--- src/rtl/rcu_pkg.sv ---
// Shared types, constants and digit helpers of the radix converter.
// Used by every module of the block but rcu_ram; depends on nothing.
package rcu_pkg;

    localparam int VAL_W       = 64;             // accumulator width
    localparam int CHAR_W      = 8;
    localparam int BASE_W      = 5;
    localparam int ST_W        = 2;
    localparam int LEN_W       = 7;              // holds a length up to 64
    localparam int DIG_W       = 4;
    localparam int DIG_DEPTH   = 64;             // enough digits for 64 bits in base 2
    localparam int DIG_AW      = $clog2(DIG_DEPTH);
    localparam int DIV_BITS    = 8;              // quotient bits per cycle
    localparam int DIV_STEPS   = VAL_W / DIV_BITS;
    localparam int STEP_W      = $clog2(DIV_STEPS);
    localparam int OFIFO_DEPTH = 4;
    localparam int OFIFO_AW    = $clog2(OFIFO_DEPTH);
    localparam int OCNT_W      = OFIFO_AW + 1;
    localparam int JOBQ_DEPTH  = 2;
    localparam int JQ_AW       = $clog2(JOBQ_DEPTH);
    localparam int JQ_CNT_W    = JQ_AW + 1;

    localparam logic [CHAR_W-1:0] CHR_ZERO = 8'h30;
    localparam logic [CHAR_W-1:0] CHR_NINE = 8'h39;
    localparam logic [CHAR_W-1:0] CHR_A    = 8'h41;
    localparam logic [CHAR_W-1:0] CHR_F    = 8'h46;
    localparam logic [CHAR_W-1:0] CHR_NUL  = 8'h00;
    localparam logic [DIG_W-1:0]  DEC_TEN  = 4'd10;

    localparam logic [BASE_W-1:0] BASE_MIN = 5'd2;
    localparam logic [BASE_W-1:0] BASE_MAX = 5'd16;
    localparam logic [BASE_W-1:0] NO_DIGIT = 5'd16;

    localparam logic [ST_W-1:0] ST_OK       = 2'd0;
    localparam logic [ST_W-1:0] ST_ILLEGAL  = 2'd1;
    localparam logic [ST_W-1:0] ST_OVERFLOW = 2'd2;

    typedef struct packed {
        logic [CHAR_W-1:0] in_char;
        logic [BASE_W-1:0] from_base;
        logic [BASE_W-1:0] to_base;
        logic              in_last;
    } t_in_item;

    typedef struct packed {
        logic [CHAR_W-1:0] out_char;
        logic              out_last;
        logic [ST_W-1:0]   status;
    } t_out_item;

    typedef enum logic [1:0] {
        JOB_ERR,
        JOB_ECHO,
        JOB_CONV
    } t_job_kind;

    typedef struct packed {
        t_job_kind         kind;
        logic [ST_W-1:0]   status;
        logic [VAL_W-1:0]  value;
        logic [BASE_W-1:0] to_base;
        logic [LEN_W-1:0]  length;
        logic              bank;
    } t_job;

    typedef enum logic [2:0] {
        B_IDLE,
        B_ERR,
        B_ECHO,
        B_DIV,
        B_EMIT
    } t_back_state;

    typedef enum logic [1:0] {
        SEL_ERR,
        SEL_SRC,
        SEL_DIG
    } t_out_sel;

    // Digit value of an ASCII character, NO_DIGIT when it is none.
    function automatic logic [BASE_W-1:0] char_value(input logic [CHAR_W-1:0] c);
        logic [BASE_W-1:0] v;
        v = NO_DIGIT;
        if (c inside {[CHR_ZERO:CHR_NINE]}) begin
            v = BASE_W'(c - CHR_ZERO);
        end else if (c inside {[CHR_A:CHR_F]}) begin
            v = BASE_W'(c - CHR_A) + BASE_W'(DEC_TEN);
        end
        return v;
    endfunction

    function automatic logic [CHAR_W-1:0] digit_char(input logic [DIG_W-1:0] d);
        logic [CHAR_W-1:0] c;
        if (d < DEC_TEN) begin
            c = CHR_ZERO + CHAR_W'(d);
        end else begin
            c = CHR_A + CHAR_W'(d - DEC_TEN);
        end
        return c;
    endfunction

endpackage

--- src/rtl/rcu_ram.sv ---
// Generic single-write, single-read RAM with registered read data.
// Depends on nothing.
module rcu_ram #(
    parameter int WIDTH = 8,
    parameter int DEPTH = 64
) (
    input  logic                     i_clk,
    input  logic                     i_we,
    input  logic [$clog2(DEPTH)-1:0] i_waddr,
    input  logic [WIDTH-1:0]         i_wdata,
    input  logic                     i_re,
    input  logic [$clog2(DEPTH)-1:0] i_raddr,
    output logic [WIDTH-1:0]         o_rdata
);

    logic [WIDTH-1:0] r_mem [DEPTH];
    logic [WIDTH-1:0] r_rdata;

    always_ff @(posedge i_clk) begin
        if (i_we) begin
            r_mem[i_waddr] <= i_wdata;
        end
        if (i_re) begin
            r_rdata <= r_mem[i_raddr];
        end
    end

    assign o_rdata = r_rdata;

endmodule

--- src/rtl/rcu_front.sv ---
// Front end: checks each character, folds it into the value, stores it for echo
// and builds one job per numeral. Depends on rcu_pkg.
module rcu_front #(
    parameter int MAX_DIGITS = 64
) (
    input  logic                          i_clk,
    input  logic                          i_rst_n,
    input  logic                          i_accept,
    input  rcu_pkg::t_in_item             i_item,
    output logic                          o_wr_en,
    output logic [$clog2(MAX_DIGITS):0]   o_wr_addr,
    output logic [rcu_pkg::CHAR_W-1:0]    o_wr_data,
    output logic                          o_job_push,
    output rcu_pkg::t_job                 o_job
);

    localparam int AW   = $clog2(MAX_DIGITS);
    localparam int LW   = $clog2(MAX_DIGITS + 1);
    localparam int PW   = rcu_pkg::VAL_W + rcu_pkg::BASE_W;

    logic [LW-1:0]                 r_len, n_len;
    logic [rcu_pkg::VAL_W-1:0]     r_acc, n_acc;
    logic                          r_ill, n_ill;
    logic                          r_ovf, n_ovf;
    logic                          r_bank, n_bank;

    logic [rcu_pkg::BASE_W-1:0]    dig;
    logic                          base_bad;
    logic                          dig_bad;
    logic                          can_store;
    logic                          ill_now;
    logic                          ovf_now;
    logic                          mul_ovf;
    logic                          acc_upd;
    logic [PW-1:0]                 prod;
    logic [LW-1:0]                 len_new;
    logic [rcu_pkg::VAL_W-1:0]     acc_new;

    assign dig       = rcu_pkg::char_value(i_item.in_char);
    assign base_bad  = (i_item.from_base < rcu_pkg::BASE_MIN)
                    || (i_item.from_base > rcu_pkg::BASE_MAX)
                    || (i_item.to_base < rcu_pkg::BASE_MIN)
                    || (i_item.to_base > rcu_pkg::BASE_MAX);
    assign dig_bad   = (dig == rcu_pkg::NO_DIGIT) || (dig >= i_item.from_base);
    assign can_store = r_len < LW'(MAX_DIGITS);
    assign ill_now   = r_ill | base_bad | dig_bad;

    // acc * base + digit; anything above bit 63 is a value overflow
    assign prod    = PW'(r_acc) * PW'(i_item.from_base) + PW'(dig);
    assign mul_ovf = |prod[PW-1:rcu_pkg::VAL_W];
    assign acc_upd = !ill_now && !mul_ovf;
    assign ovf_now = r_ovf | ~can_store | (~ill_now & mul_ovf);
    assign acc_new = acc_upd ? prod[rcu_pkg::VAL_W-1:0] : r_acc;
    assign len_new = r_len + LW'(can_store);

    always_comb begin
        n_len  = r_len;
        n_acc  = r_acc;
        n_ill  = r_ill;
        n_ovf  = r_ovf;
        n_bank = r_bank;
        if (i_accept) begin
            if (i_item.in_last) begin
                // numeral done: clear and move to the other echo bank
                n_len  = '0;
                n_acc  = '0;
                n_ill  = 1'b0;
                n_ovf  = 1'b0;
                n_bank = ~r_bank;
            end else begin
                n_len  = len_new;
                n_acc  = acc_new;
                n_ill  = ill_now;
                n_ovf  = ovf_now;
            end
        end
    end

    always_ff @(posedge i_clk) begin
        if (!i_rst_n) begin
            r_len  <= '0;
            r_acc  <= '0;
            r_ill  <= 1'b0;
            r_ovf  <= 1'b0;
            r_bank <= 1'b0;
        end else begin
            r_len  <= n_len;
            r_acc  <= n_acc;
            r_ill  <= n_ill;
            r_ovf  <= n_ovf;
            r_bank <= n_bank;
        end
    end

    assign o_wr_en   = i_accept & can_store;
    assign o_wr_addr = {r_bank, r_len[AW-1:0]};
    assign o_wr_data = i_item.in_char;

    always_comb begin
        o_job_push     = i_accept & i_item.in_last;
        o_job.status   = rcu_pkg::ST_OK;
        o_job.value    = acc_new;
        o_job.to_base  = i_item.to_base;
        o_job.length   = rcu_pkg::LEN_W'(len_new);
        o_job.bank     = r_bank;
        if (ill_now) begin
            o_job.kind   = rcu_pkg::JOB_ERR;
            o_job.status = rcu_pkg::ST_ILLEGAL;
        end else if (ovf_now) begin
            o_job.kind   = rcu_pkg::JOB_ERR;
            o_job.status = rcu_pkg::ST_OVERFLOW;
        end else if (i_item.from_base == i_item.to_base) begin
            o_job.kind   = rcu_pkg::JOB_ECHO;
        end else begin
            o_job.kind   = rcu_pkg::JOB_CONV;
        end
    end

endmodule

--- src/rtl/rcu_back.sv ---
// Back end: runs one job at a time (error word, echo, or digit conversion by
// repeated division) and queues result words. Depends on rcu_pkg and rcu_ram.
module rcu_back #(
    parameter int MAX_DIGITS = 64
) (
    input  logic                          i_clk,
    input  logic                          i_rst_n,
    input  logic                          i_job_vld,
    input  rcu_pkg::t_job                 i_job,
    output logic                          o_job_done,
    output logic                          o_src_rd_en,
    output logic [$clog2(MAX_DIGITS):0]   o_src_rd_addr,
    input  logic [rcu_pkg::CHAR_W-1:0]    i_src_rd_data,
    output logic                          o_empty,
    input  logic                          i_pop,
    output rcu_pkg::t_out_item            o_result
);

    localparam int AW = $clog2(MAX_DIGITS);
    localparam logic [rcu_pkg::STEP_W-1:0] STEP_LAST = rcu_pkg::STEP_W'(rcu_pkg::DIV_STEPS - 1);

    rcu_pkg::t_back_state          r_state, n_state;
    logic [rcu_pkg::VAL_W-1:0]     r_val;
    logic [rcu_pkg::DIG_W-1:0]     r_rem;
    logic [rcu_pkg::BASE_W-1:0]    r_tb;
    logic [rcu_pkg::LEN_W-1:0]     r_len;
    logic                          r_bank;
    logic [rcu_pkg::ST_W-1:0]      r_status;
    logic [rcu_pkg::LEN_W-1:0]     r_idx;
    logic [rcu_pkg::LEN_W-1:0]     r_ndig;
    logic [rcu_pkg::STEP_W-1:0]    r_step;

    logic                          r_rd_vld;
    logic                          r_rd_last;
    rcu_pkg::t_out_sel             r_rd_sel;
    logic [rcu_pkg::ST_W-1:0]      r_rd_status;

    rcu_pkg::t_out_item            r_ofifo [rcu_pkg::OFIFO_DEPTH];
    logic [rcu_pkg::OFIFO_AW-1:0]  r_ohead;
    logic [rcu_pkg::OFIFO_AW-1:0]  r_otail;
    logic [rcu_pkg::OCNT_W-1:0]    r_ocnt;

    logic                          space;
    logic                          issue;
    logic                          last_echo;
    logic                          div_end;
    logic                          dig_we;
    logic                          dig_re;
    logic [rcu_pkg::DIG_W-1:0]     dig_rdata;
    logic [rcu_pkg::VAL_W-1:0]     d_val;
    logic [rcu_pkg::DIG_W-1:0]     d_rem;
    rcu_pkg::t_out_sel             issue_sel;
    logic                          push;
    logic                          pop_ok;
    rcu_pkg::t_out_item            push_item;

    // Eight restoring-division steps per cycle; remainder stays below the base.
    always_comb begin
        logic [rcu_pkg::BASE_W-1:0] t;
        d_val = r_val;
        d_rem = r_rem;
        t     = '0;
        for (int k = 0; k < rcu_pkg::DIV_BITS; k++) begin
            t     = {d_rem, d_val[rcu_pkg::VAL_W-1]};
            d_val = {d_val[rcu_pkg::VAL_W-2:0], 1'b0};
            if (t >= r_tb) begin
                t        = t - r_tb;
                d_val[0] = 1'b1;
            end
            d_rem = t[rcu_pkg::DIG_W-1:0];
        end
    end

    // Room for one more word, counting the read still in flight.
    assign space = (r_ocnt + rcu_pkg::OCNT_W'(r_rd_vld)) < rcu_pkg::OCNT_W'(rcu_pkg::OFIFO_DEPTH);
    assign last_echo = (r_idx + rcu_pkg::LEN_W'(1)) == r_len;
    assign div_end   = (r_state == rcu_pkg::B_DIV) && (r_step == STEP_LAST);

    always_comb begin
        n_state = r_state;
        case (r_state)
            rcu_pkg::B_IDLE: begin
                if (i_job_vld) begin
                    case (i_job.kind)
                        rcu_pkg::JOB_ERR:  n_state = rcu_pkg::B_ERR;
                        rcu_pkg::JOB_ECHO: n_state = rcu_pkg::B_ECHO;
                        default:           n_state = rcu_pkg::B_DIV;
                    endcase
                end
            end
            rcu_pkg::B_ERR: begin
                if (space) n_state = rcu_pkg::B_IDLE;
            end
            rcu_pkg::B_ECHO: begin
                if (space && last_echo) n_state = rcu_pkg::B_IDLE;
            end
            rcu_pkg::B_DIV: begin
                if (div_end && (d_val == '0)) n_state = rcu_pkg::B_EMIT;
            end
            rcu_pkg::B_EMIT: begin
                if (space && (r_idx == '0)) n_state = rcu_pkg::B_IDLE;
            end
            default: n_state = rcu_pkg::B_IDLE;
        endcase
    end

    always_comb begin
        issue      = 1'b0;
        o_job_done = 1'b0;
        issue_sel  = rcu_pkg::SEL_ERR;
        case (r_state)
            rcu_pkg::B_ERR: begin
                issue      = space;
                o_job_done = space;
            end
            rcu_pkg::B_ECHO: begin
                issue      = space;
                o_job_done = space & last_echo;
                issue_sel  = rcu_pkg::SEL_SRC;
            end
            rcu_pkg::B_EMIT: begin
                issue      = space;
                o_job_done = space & (r_idx == '0);
                issue_sel  = rcu_pkg::SEL_DIG;
            end
            default: begin
                issue = 1'b0;
            end
        endcase
    end

    assign o_src_rd_en   = issue && (r_state == rcu_pkg::B_ECHO);
    assign o_src_rd_addr = {r_bank, r_idx[AW-1:0]};
    assign dig_re        = issue && (r_state == rcu_pkg::B_EMIT);
    assign dig_we        = div_end;

    rcu_ram #(
        .WIDTH (rcu_pkg::DIG_W),
        .DEPTH (rcu_pkg::DIG_DEPTH)
    ) u_dig_ram (
        .i_clk   (i_clk),
        .i_we    (dig_we),
        .i_waddr (r_ndig[rcu_pkg::DIG_AW-1:0]),
        .i_wdata (d_rem),
        .i_re    (dig_re),
        .i_raddr (r_idx[rcu_pkg::DIG_AW-1:0]),
        .o_rdata (dig_rdata)
    );

    always_ff @(posedge i_clk) begin
        if (!i_rst_n) begin
            r_state  <= rcu_pkg::B_IDLE;
            r_rd_vld <= 1'b0;
        end else begin
            r_state  <= n_state;
            r_rd_vld <= issue;
        end
    end

    // Job datapath: load, step the divider, walk the read index.
    always_ff @(posedge i_clk) begin
        r_rd_last   <= o_job_done;
        r_rd_sel    <= issue_sel;
        r_rd_status <= r_status;
        case (r_state)
            rcu_pkg::B_IDLE: begin
                r_val    <= i_job.value;
                r_tb     <= i_job.to_base;
                r_len    <= i_job.length;
                r_bank   <= i_job.bank;
                r_status <= i_job.status;
                r_rem    <= '0;
                r_idx    <= '0;
                r_ndig   <= '0;
                r_step   <= '0;
            end
            rcu_pkg::B_ECHO: begin
                if (issue) r_idx <= r_idx + rcu_pkg::LEN_W'(1);
            end
            rcu_pkg::B_DIV: begin
                r_val  <= d_val;
                r_step <= r_step + rcu_pkg::STEP_W'(1);
                if (div_end) begin
                    // digit complete: store it, restart on the quotient
                    r_rem  <= '0;
                    r_ndig <= r_ndig + rcu_pkg::LEN_W'(1);
                    r_idx  <= r_ndig;
                end else begin
                    r_rem  <= d_rem;
                end
            end
            rcu_pkg::B_EMIT: begin
                if (issue) r_idx <= r_idx - rcu_pkg::LEN_W'(1);
            end
            default: begin
                r_idx <= r_idx;
            end
        endcase
    end

    always_comb begin
        push_item.out_last = r_rd_last;
        push_item.status   = rcu_pkg::ST_OK;
        case (r_rd_sel)
            rcu_pkg::SEL_SRC: push_item.out_char = i_src_rd_data;
            rcu_pkg::SEL_DIG: push_item.out_char = rcu_pkg::digit_char(dig_rdata);
            default: begin
                push_item.out_char = rcu_pkg::CHR_NUL;
                push_item.status   = r_rd_status;
            end
        endcase
    end

    assign push     = r_rd_vld;
    assign pop_ok   = i_pop & ~o_empty;
    assign o_empty  = (r_ocnt == '0);
    assign o_result = r_ofifo[r_ohead];

    always_ff @(posedge i_clk) begin
        if (push) begin
            r_ofifo[r_otail] <= push_item;
        end
    end

    always_ff @(posedge i_clk) begin
        if (!i_rst_n) begin
            r_ohead <= '0;
            r_otail <= '0;
            r_ocnt  <= '0;
        end else begin
            if (push)   r_otail <= r_otail + rcu_pkg::OFIFO_AW'(1);
            if (pop_ok) r_ohead <= r_ohead + rcu_pkg::OFIFO_AW'(1);
            r_ocnt <= r_ocnt + rcu_pkg::OCNT_W'(push) - rcu_pkg::OCNT_W'(pop_ok);
        end
    end

    a_div_base_legal: assert property (@(posedge i_clk) disable iff (!i_rst_n)
        (r_state == rcu_pkg::B_DIV) |-> (r_tb >= rcu_pkg::BASE_MIN && r_tb <= rcu_pkg::BASE_MAX))
        else $error("divider running with a base outside 2..16");

    a_ndig_bound: assert property (@(posedge i_clk) disable iff (!i_rst_n)
        r_ndig <= rcu_pkg::LEN_W'(rcu_pkg::DIG_DEPTH))
        else $error("digit count beyond digit store");

    a_ofifo_no_overflow: assert property (@(posedge i_clk) disable iff (!i_rst_n)
        push |-> (r_ocnt < rcu_pkg::OCNT_W'(rcu_pkg::OFIFO_DEPTH) || pop_ok))
        else $error("result queue overflow");

endmodule

--- src/rtl/radix_converter_unit.sv ---
// Top level of the radix converter: front end, job queue, echo store, back end.
// Depends on rcu_pkg, rcu_ram, rcu_front and rcu_back.
//
// Usage:
//   Input channel: drive i_item and raise push; a character is taken on a clock
//   edge with push high and full low. Send a numeral most significant character
//   first and mark its final character with in_last.
//   Result channel: while empty is low, o_result holds the oldest result word;
//   it is taken on an edge with pop high. Each numeral gives one or more words,
//   the last one flagged out_last; an error gives one word with out_char 0.
//   Timing: while full is low the front end takes one character per cycle; the
//   final character hands a job to a two-entry queue. With the back end idle, an
//   error word or the echo words follow the final character, one word per cycle
//   while the result queue has room. A conversion runs the divider at 8 quotient
//   bits a cycle once per target digit, then emits the digits one per cycle while
//   the result queue has room. The front end keeps taking the next numeral while
//   the back end works; full rises only while two jobs are queued.
//   A stalled receiver backs up a four-word result queue, then the back end,
//   then the job queue, then push. Reset clears all control state at once; no
//   clearing pass is needed and the block is ready the cycle after reset.
module radix_converter_unit #(
    parameter int MAX_DIGITS = 64
) (
    input  logic               i_clk,
    input  logic               i_rst_n,
    input  logic               push,
    output logic               full,
    input  rcu_pkg::t_in_item  i_item,
    output logic               empty,
    input  logic               pop,
    output rcu_pkg::t_out_item o_result
);

    localparam int SAW = $clog2(MAX_DIGITS) + 1;   // two banks of echo storage

    logic                          accept;
    logic                          src_we;
    logic [SAW-1:0]                src_waddr;
    logic [rcu_pkg::CHAR_W-1:0]    src_wdata;
    logic                          src_re;
    logic [SAW-1:0]                src_raddr;
    logic [rcu_pkg::CHAR_W-1:0]    src_rdata;
    logic                          job_push;
    rcu_pkg::t_job                 job_in;
    logic                          job_done;

    rcu_pkg::t_job                 r_jq [rcu_pkg::JOBQ_DEPTH];
    logic [rcu_pkg::JQ_AW-1:0]     r_jhead;
    logic [rcu_pkg::JQ_AW-1:0]     r_jtail;
    logic [rcu_pkg::JQ_CNT_W-1:0]  r_jcnt;

    // The job at the head stays queued until the back end finishes it, so a
    // full queue also guards the echo bank that the head job still reads.
    assign full   = (r_jcnt == rcu_pkg::JQ_CNT_W'(rcu_pkg::JOBQ_DEPTH));
    assign accept = push & ~full;

    rcu_front #(
        .MAX_DIGITS (MAX_DIGITS)
    ) u_front (
        .i_clk      (i_clk),
        .i_rst_n    (i_rst_n),
        .i_accept   (accept),
        .i_item     (i_item),
        .o_wr_en    (src_we),
        .o_wr_addr  (src_waddr),
        .o_wr_data  (src_wdata),
        .o_job_push (job_push),
        .o_job      (job_in)
    );

    rcu_ram #(
        .WIDTH (rcu_pkg::CHAR_W),
        .DEPTH (2 ** SAW)
    ) u_src_ram (
        .i_clk   (i_clk),
        .i_we    (src_we),
        .i_waddr (src_waddr),
        .i_wdata (src_wdata),
        .i_re    (src_re),
        .i_raddr (src_raddr),
        .o_rdata (src_rdata)
    );

    // Hold jobs between the two halves.
    always_ff @(posedge i_clk) begin
        if (job_push) begin
            r_jq[r_jtail] <= job_in;
        end
    end

    always_ff @(posedge i_clk) begin
        if (!i_rst_n) begin
            r_jhead <= '0;
            r_jtail <= '0;
            r_jcnt  <= '0;
        end else begin
            if (job_push) r_jtail <= r_jtail + rcu_pkg::JQ_AW'(1);
            if (job_done) r_jhead <= r_jhead + rcu_pkg::JQ_AW'(1);
            r_jcnt <= r_jcnt + rcu_pkg::JQ_CNT_W'(job_push) - rcu_pkg::JQ_CNT_W'(job_done);
        end
    end

    rcu_back #(
        .MAX_DIGITS (MAX_DIGITS)
    ) u_back (
        .i_clk         (i_clk),
        .i_rst_n       (i_rst_n),
        .i_job_vld     (r_jcnt != '0),
        .i_job         (r_jq[r_jhead]),
        .o_job_done    (job_done),
        .o_src_rd_en   (src_re),
        .o_src_rd_addr (src_raddr),
        .i_src_rd_data (src_rdata),
        .o_empty       (empty),
        .i_pop         (pop),
        .o_result      (o_result)
    );

    a_jq_no_overflow: assert property (@(posedge i_clk) disable iff (!i_rst_n)
        job_push |-> (r_jcnt < rcu_pkg::JQ_CNT_W'(rcu_pkg::JOBQ_DEPTH)))
        else $error("job pushed into a full queue");

    a_jq_done_has_job: assert property (@(posedge i_clk) disable iff (!i_rst_n)
        job_done |-> (r_jcnt != '0))
        else $error("job finished with the queue empty");

    a_jq_count_bound: assert property (@(posedge i_clk) disable iff (!i_rst_n)
        r_jcnt <= rcu_pkg::JQ_CNT_W'(rcu_pkg::JOBQ_DEPTH))
        else $error("job queue count out of range");

endmodule
--- config.mk ---
export PLATFORM = sky130hd
export DESIGN_NAME = radix_converter_unit
export DESIGN_NICKNAME = d
export VERILOG_FILES = /design/src/rtl/rcu_pkg.sv /design/src/rtl/rcu_ram.sv /design/src/rtl/rcu_front.sv /design/src/rtl/rcu_back.sv /design/src/rtl/radix_converter_unit.sv
export SDC_FILE = /design/constraint.sdc
export NUM_CORES = 2
export LEC_CHECK = 0
export BUFFER_PORTS_ARGS = -buffer_cell sky130_fd_sc_hd__buf_2
export CAP_MARGIN = 5
export CORE_AREA = 3 3 393 686
export DETAILED_ROUTE_END_ITERATION = 7
export DIE_AREA = 0 0 396 689
export PLACE_DENSITY_LB_ADDON = 0.12
export SKIP_CTS_REPAIR_TIMING = 1
export SLEW_MARGIN = 10
export SYNTH_ARGS = -nofsm -noshare
export SYNTH_HDL_FRONTEND = slang
export SYNTH_SLANG_ARGS = --single-unit
--- constraint.sdc ---
create_clock -name i_clk -period 29.7 [get_ports i_clk]
set_input_delay 1.485 -clock i_clk [delete_from_list [all_inputs] [get_ports i_clk]]
set_output_delay 1.485 -clock i_clk [all_outputs]
set_load 0.03 [all_outputs]
# == Word level (Yosys, flattened, before mapping) ==
# Memories as Yosys holds them, arrays and structs flattened. A register that Yosys moved wholly into a read port is not among the register bits.
# Cells that the tools add are included.
# totals
regBits,194
ramBits,1486
input_bits,23
out_inout_bits,13
wordCells,206
memories,4
# memory_table
name,words,width,read_ports,rd_clocked_by_memory_dff,write_ports,line_no,rtl
u_src_ram.r_mem,128,8,1,1,1,rcu_ram.sv:16,logic [WIDTH-1:0] r_mem [DEPTH];
u_back.u_dig_ram.r_mem,64,4,1,1,1,rcu_ram.sv:16,
r_jq,2,81,1,1,1,radix_converter_unit.sv:47,rcu_pkg::t_job r_jq [rcu_pkg::JOBQ_DEPTH];
u_back.r_ofifo,4,11,1,1,1,rcu_back.sv:38,rcu_pkg::t_out_item r_ofifo [rcu_pkg::OFIFO_DEPTH];
# classes
addsub,28
n_mul,1
n_lt_le_gt_ge,20
n_eq_ne,20
mux,62
bitwise_logic,16
reduce_logical,30
# ops
cell,n
64-bit 2-to-1 mux,2
64-bit one-hot mux with 2 select lines,1
69-bit by 5-bit adder with 69-bit output,1
64-bit by 5-bit multiplier with 69-bit output,1
64-bit zero test,1
5-bit >= comparator,9
4-bit 2-to-1 mux,10
7-bit 2-to-1 mux,5
4-bit subtractor,8
7-bit one-hot mux with 4 select lines,1
1-bit 2-to-1 mux,21
8-bit one-hot mux with 2 select lines,1
3-bit 2-to-1 mux,5
3-bit one-hot mux with 5 select lines,1
7-bit by 1-bit adder with 7-bit output (second input constant),2
2-bit by 1-bit != test with 1-bit output (second input constant),7
7-bit one-hot mux with 2 select lines,1
2-bit 2-to-1 mux,6
5-bit > comparator (second input constant),2
5-bit by 2-bit less-than comparator with 1-bit output (second input constant),2
5-bit 2-to-1 mux,2
1-bit logical AND,9
7-bit by 8-bit adder with 8-bit output (first input constant),1
8-bit by 6-bit >= comparator with 1-bit output (second input constant),1
50 further kinds,77

# == Depth between registers and ports, before layout ==
# logic_depth
ltp_word,20
mapped_depth,78
depth_no_buf,71

# == Cells and area by module ==
# From an unflattened synthesis, not the netlist that was laid out.
# hier_totals
cells_unflattened,5232
area_unflattened_um2,81773.4
# by_module_without_submodules
mod,instances,cells_per_inst,area_per_inst_um2,seq_area_each_um2
rcu_ram at u_src_ram,1,1635,39745.6,30989.7
rcu_front,1,1949,15959.1,1481.4
rcu_ram at u_back.u_dig_ram,1,521,10447.5,7807.5
rcu_back,1,853,9138.8,4684.5
radix_converter_unit,1,274,6482.5,4964.8

# == Worst setup path after synthesis ==
# Ideal clock, no wire load.
# synth_path
path_kind,reg-to-reg
from,register u_back.r_tb[1] (netlist name)
to,"memory u_back.u_dig_ram.r_mem[0][3] (netlist name), data pin"
setup_time_ns,0.568
arrival_ns,14.062
t_required_ns,29.132
path_slack_ns,15.070
path_stages_with_launch,67
path_buffers,7
period_less_slack_ns,14.630
cell_sequence,edfxtp_1 inv_1 ha_1 nor2b_1 o21ai_0 a31oi_1 o21ai_0 nand2b_1 clkbuf_1 o21ai_0 inv_1 ha_1 a21o_1 a21o_1 a21o_1 a21o_1 clkbuf_1 o21ai_0 [31 not listed] o21ai_0 inv_1 ha_1 nor2b_1 o21ai_0 nand3b_1 a21o_1 a21o_1 clkbuf_1 a21oi_1 ha_1 nor2b_1 o21ai_0 nand3b_1 a21o_1 a21o_1 clkbuf_1 mux2i_1
# synth_via
elab_chain_cells,16
elab_cells_between_ends,24
classes_between,add/sub: 8; order compare: 8; mux: 8
# synth_lines
element,line_no,rtl
from (decl),rcu_back.sv:25,logic [rcu_pkg::BASE_W-1:0] r_tb;
from (signal assigned),rcu_back.sv:168,r_tb <= i_job.to_base;
4-bit subtractor / 5-bit >= comparator (equally long branches),"rcu_back.sv:67, rcu_back.sv:66",
4-bit 2-to-1 mux,rcu_back.sv:66,if (t >= r_tb) begin
4-bit subtractor / 5-bit >= comparator (equally long branches),"rcu_back.sv:67, rcu_back.sv:66",
4-bit 2-to-1 mux,rcu_back.sv:66,
4-bit subtractor / 5-bit >= comparator (equally long branches),"rcu_back.sv:67, rcu_back.sv:66",
4-bit 2-to-1 mux,rcu_back.sv:66,
5-bit >= comparator / 4-bit subtractor (equally long branches),"rcu_back.sv:66, rcu_back.sv:67",
4-bit 2-to-1 mux,rcu_back.sv:66,
4-bit subtractor / 5-bit >= comparator (equally long branches),"rcu_back.sv:67, rcu_back.sv:66",
4-bit 2-to-1 mux,rcu_back.sv:66,
4-bit subtractor / 5-bit >= comparator (equally long branches),"rcu_back.sv:67, rcu_back.sv:66",
4-bit 2-to-1 mux,rcu_back.sv:66,
5-bit >= comparator / 4-bit subtractor (equally long branches),"rcu_back.sv:66, rcu_back.sv:67",
4-bit 2-to-1 mux,rcu_back.sv:66,
4-bit subtractor / 5-bit >= comparator (equally long branches),"rcu_back.sv:67, rcu_back.sv:66",
4-bit 2-to-1 mux *,rcu_back.sv:66,
"net u_back.d_rem, one bit",rcu_back.sv:51,logic [rcu_pkg::DIG_W-1:0] d_rem;
to (decl),rcu_ram.sv:16,
# The timed path passes the listed nets; every way through them passes the cells marked *.

# == Worst setup path in the final report ==
# layout_path
from,register u_back.r_tb[1] (netlist name)
to,"register u_back.r_rem[1] (netlist name), data pin"
# layout_via
elab_chain_cells,18
elab_cells_between_ends,26
classes_between,add/sub: 8; order compare: 8; mux: 10
# layout_lines
element,line_no,rtl
4-bit subtractor / 5-bit >= comparator (equally long branches),"rcu_back.sv:67, rcu_back.sv:66",
4-bit 2-to-1 mux,rcu_back.sv:66,
4-bit subtractor / 5-bit >= comparator (equally long branches),"rcu_back.sv:67, rcu_back.sv:66",
4-bit 2-to-1 mux,rcu_back.sv:66,
4-bit subtractor / 5-bit >= comparator (equally long branches),"rcu_back.sv:67, rcu_back.sv:66",
4-bit 2-to-1 mux,rcu_back.sv:66,
5-bit >= comparator / 4-bit subtractor (equally long branches),"rcu_back.sv:66, rcu_back.sv:67",
4-bit 2-to-1 mux,rcu_back.sv:66,
[3 not listed],n/a,
4-bit 2-to-1 mux,rcu_back.sv:66,
5-bit >= comparator / 4-bit subtractor (equally long branches),"rcu_back.sv:66, rcu_back.sv:67",
4-bit 2-to-1 mux,rcu_back.sv:66,
4-bit subtractor / 5-bit >= comparator (equally long branches),"rcu_back.sv:67, rcu_back.sv:66",
4-bit 2-to-1 mux *,rcu_back.sv:66,
"net u_back.d_rem, one bit",rcu_back.sv:51,
4-bit 2-to-1 mux *,rcu_back.sv:183,if (div_end) begin
4-bit one-hot mux with 2 select lines *,rcu_back.sv:165,case (r_state)
to (signal assigned),rcu_back.sv:189,r_rem <= d_rem;
to (decl),rcu_back.sv:24,logic [rcu_pkg::DIG_W-1:0] r_rem;
# Marked as above.
# A chain may end at the register's enable or synchronous reset.

==> reports/qor.csv <==
metric;value;unit
dieArea;272800;µm²
synth_edf_count;1598;
firstDrtPassIters;6;
outcome;complete, no violations;
critPathCaptureType;flop;
synth_xor_area_share;1.316;%
wire_per_inst;26.17;µm
die_h;689;µm
drt-vias-per-instance;4.853;
min_period;14.91;ns
crit_path_start_kind;flop;
synth-seq-cells;1695;
cts.sinks;1695;
finalNonFillerCells;8620;
yosys.area.top_type_share;60.58;%
cts_max_path_buffers;4;
netlist_top_cells_count;edfxtp_1 (1598), mux4_2 (431), nand2_1 (375);
skew;0.07504;ns
required;30.32;ns
setup_viol;0;
crit_path_top_delay_cell;edfxtp_1;
crit_top_cell;a21o_1;
area_delta_synth_final;12.13;%
coreArea;264900;µm²
gp_congestion;0.7928;
synthCells;4937;
start_util;29.90;%
htree_levels;4;
synth_fa_ha_area_share;8.343;%
critPathMaxFanout;65;
drv_cap;0;
worst_pin_slew;1.174;ns
overflow;0;
finalMaxSlewViolations;0;
worst_slack;14.79;ns
finalCritPeriodShare;50.20;%
die_w;396;µm
vias;41840;
cts_tree;built;
synthesis.area;79220;µm²
clk_pin_slew;0.06;ns
synth.area.top_cells;edfxtp_1 (61%), mux4_2 (12%), fa_1 (5.0%), ha_1 (3.3%), dfxtp_1 (2.5%);
antenna_found_initial;6;
drive_above_1_share;16.42;%
final_nets;5392;
rows;250;
io_pins;36;
ys_seq_area_share;63.03;%
numPortBuffers;35;
rsz0062_at_grt;false;
grt_max_degree;120;
clk_latency;0.83;ns
hold_class;flop to flop;
path_class;flop to flop;
root_buffer;clkbuf_16;
grt_pass1_vias;46250;
yosys.area_share.simple;5.904;%
synth_warnings;0;
fin_tns_setup;0;ns
postRouteAntennaNets;0;
fmax;67.08;MHz
synth_compound_area_share;4.118;%
synth_cell_types;77;
synth_top_family_by_area;multiplexers;
critPathArrivalTime;15.53;ns
syn_avg_cell_area;16.05;µm²
placedCellCount;8317;
grt_pass1_wl;328.6;mm
drtIter0Drc;2338;
slowest_delay;0.68;ns
yosys.area.top_type;edfxtp_1;
yosysMostFrequentCell;edfxtp_1;
synthArstFlopShare;0;%
synth_top_flop_cell;edfxtp_1;
totalWireLength;225.6;mm
numCtsBuffers;170;
dp_hpwl;156.1;mm
grt_usage;16.49;%
drcViolationCount;0;
relSlewSlack;21.20;%
pre_cts_ws;14.22;ns
syn_nets;5368;
final-hold-violation-count;0;
synthMuxAreaShare;14.52;%
## metal layers
layer | wire (µm) | up-vias | global-route usage (%)
met5 | 34 | - | 0
met4 | 6749 | 4 | 5.074
met3 | 5234 | 306 | 1.496
met2 | 135600 | 623 | 34.42
met1 | 77970 | 22170 | 16.81
li1 | - | 18730 | -
## critical path, delay by kind of cell, from the launching register on
family	cells	cell delay [ns]
flops	1	0.68
fa+ha+maj	8	2.52
mux	1	0.68
simple gates	9	1.41
compound gates	35	8.37
buf+inv	7	0.97
## per-stage QoR
stage               hold slack, ns  utilization (%)  area (µm²)
global placement            0.4670            31.50       83470
finish                      0.4328            33.53       88820
global route                0.4416            33.52       88810
CTS                         0.4587            33.52       88810
floorplan                   0.3233                -       79220
detailed placement          0.4600            31.50       83470
## layout make-up
class	instances	area, µm²
timing repair buffer	100	708.2
fill	25610	176100
inverter	328	1231
clock inverter	73	737.0
tap	3528	4414
multi-input combinational	2666	27190
clock buffer	224	4601
sequential	1695	49930
antenna	6	15.01
## logic make-up (layout without fill, tap and decap cells)
| family | count (synthesis) | after routing |
|---|---|---|
| buffers and inverters | 576 | 725 |
| AND/OR/NAND/NOR | 1041 | 1041 |
| flip-flops | 1695 | 1695 |
| XOR/XNOR | 119 | 119 |
| other | 0 | 6 |
| AO/OA/AOI/OAI | 493 | 493 |
| adder cells (fa/ha/maj) | 409 | 409 |
| multiplexers | 604 | 604 |
## path summary, 6_finish.rpt
check	from	to	slack, ns	cells after the start
max	u_back.r_tb[1]	u_back.r_rem[1]	14.79	60
min	u_back.r_status[0]	u_back.r_rd_status[0]	0.43	0
max reg2reg	u_back.r_tb[1]	u_back.r_rem[1]	14.79	60
min reg2reg	u_back.r_status[0]	u_back.r_rd_status[0]	0.43	0
## cell usage in the layout (no fill, tap or decap), types with 92 or more instances in the layout
cell       instances
mux4_2           431
mux2i_1          133
fa_1             199
nand2_1          371
o21ai_0          133
a21oi_1          108
clkbuf_16        173
dfxtp_1           96
edfxtp_1        1598
inv_1            327
ha_1             209
nor2_1           351
and2_1            92
## registers in the layout, indices dropped and copies added (netlist names), 3 cells and up, named ones only
name	flops
u_front.r_acc	64
u_back.r_idx	7
u_back.r_state	3
u_back.u_dig_ram.r_mem	256
r_jq	162
u_back.u_dig_ram.o_rdata	4
u_back.r_rem	4
u_back.r_ndig	7
u_src_ram.o_rdata	8
u_back.r_val	64
u_back.r_step	3
u_back.r_len	7
u_src_ram.r_mem	1024
u_back.r_ocnt	3
u_back.r_ofifo	44
u_back.r_tb	5
u_front.r_len	7
Power is not shown: default switching activity piles up to over one toggle a cycle in this logic, so the estimate is an artifact.
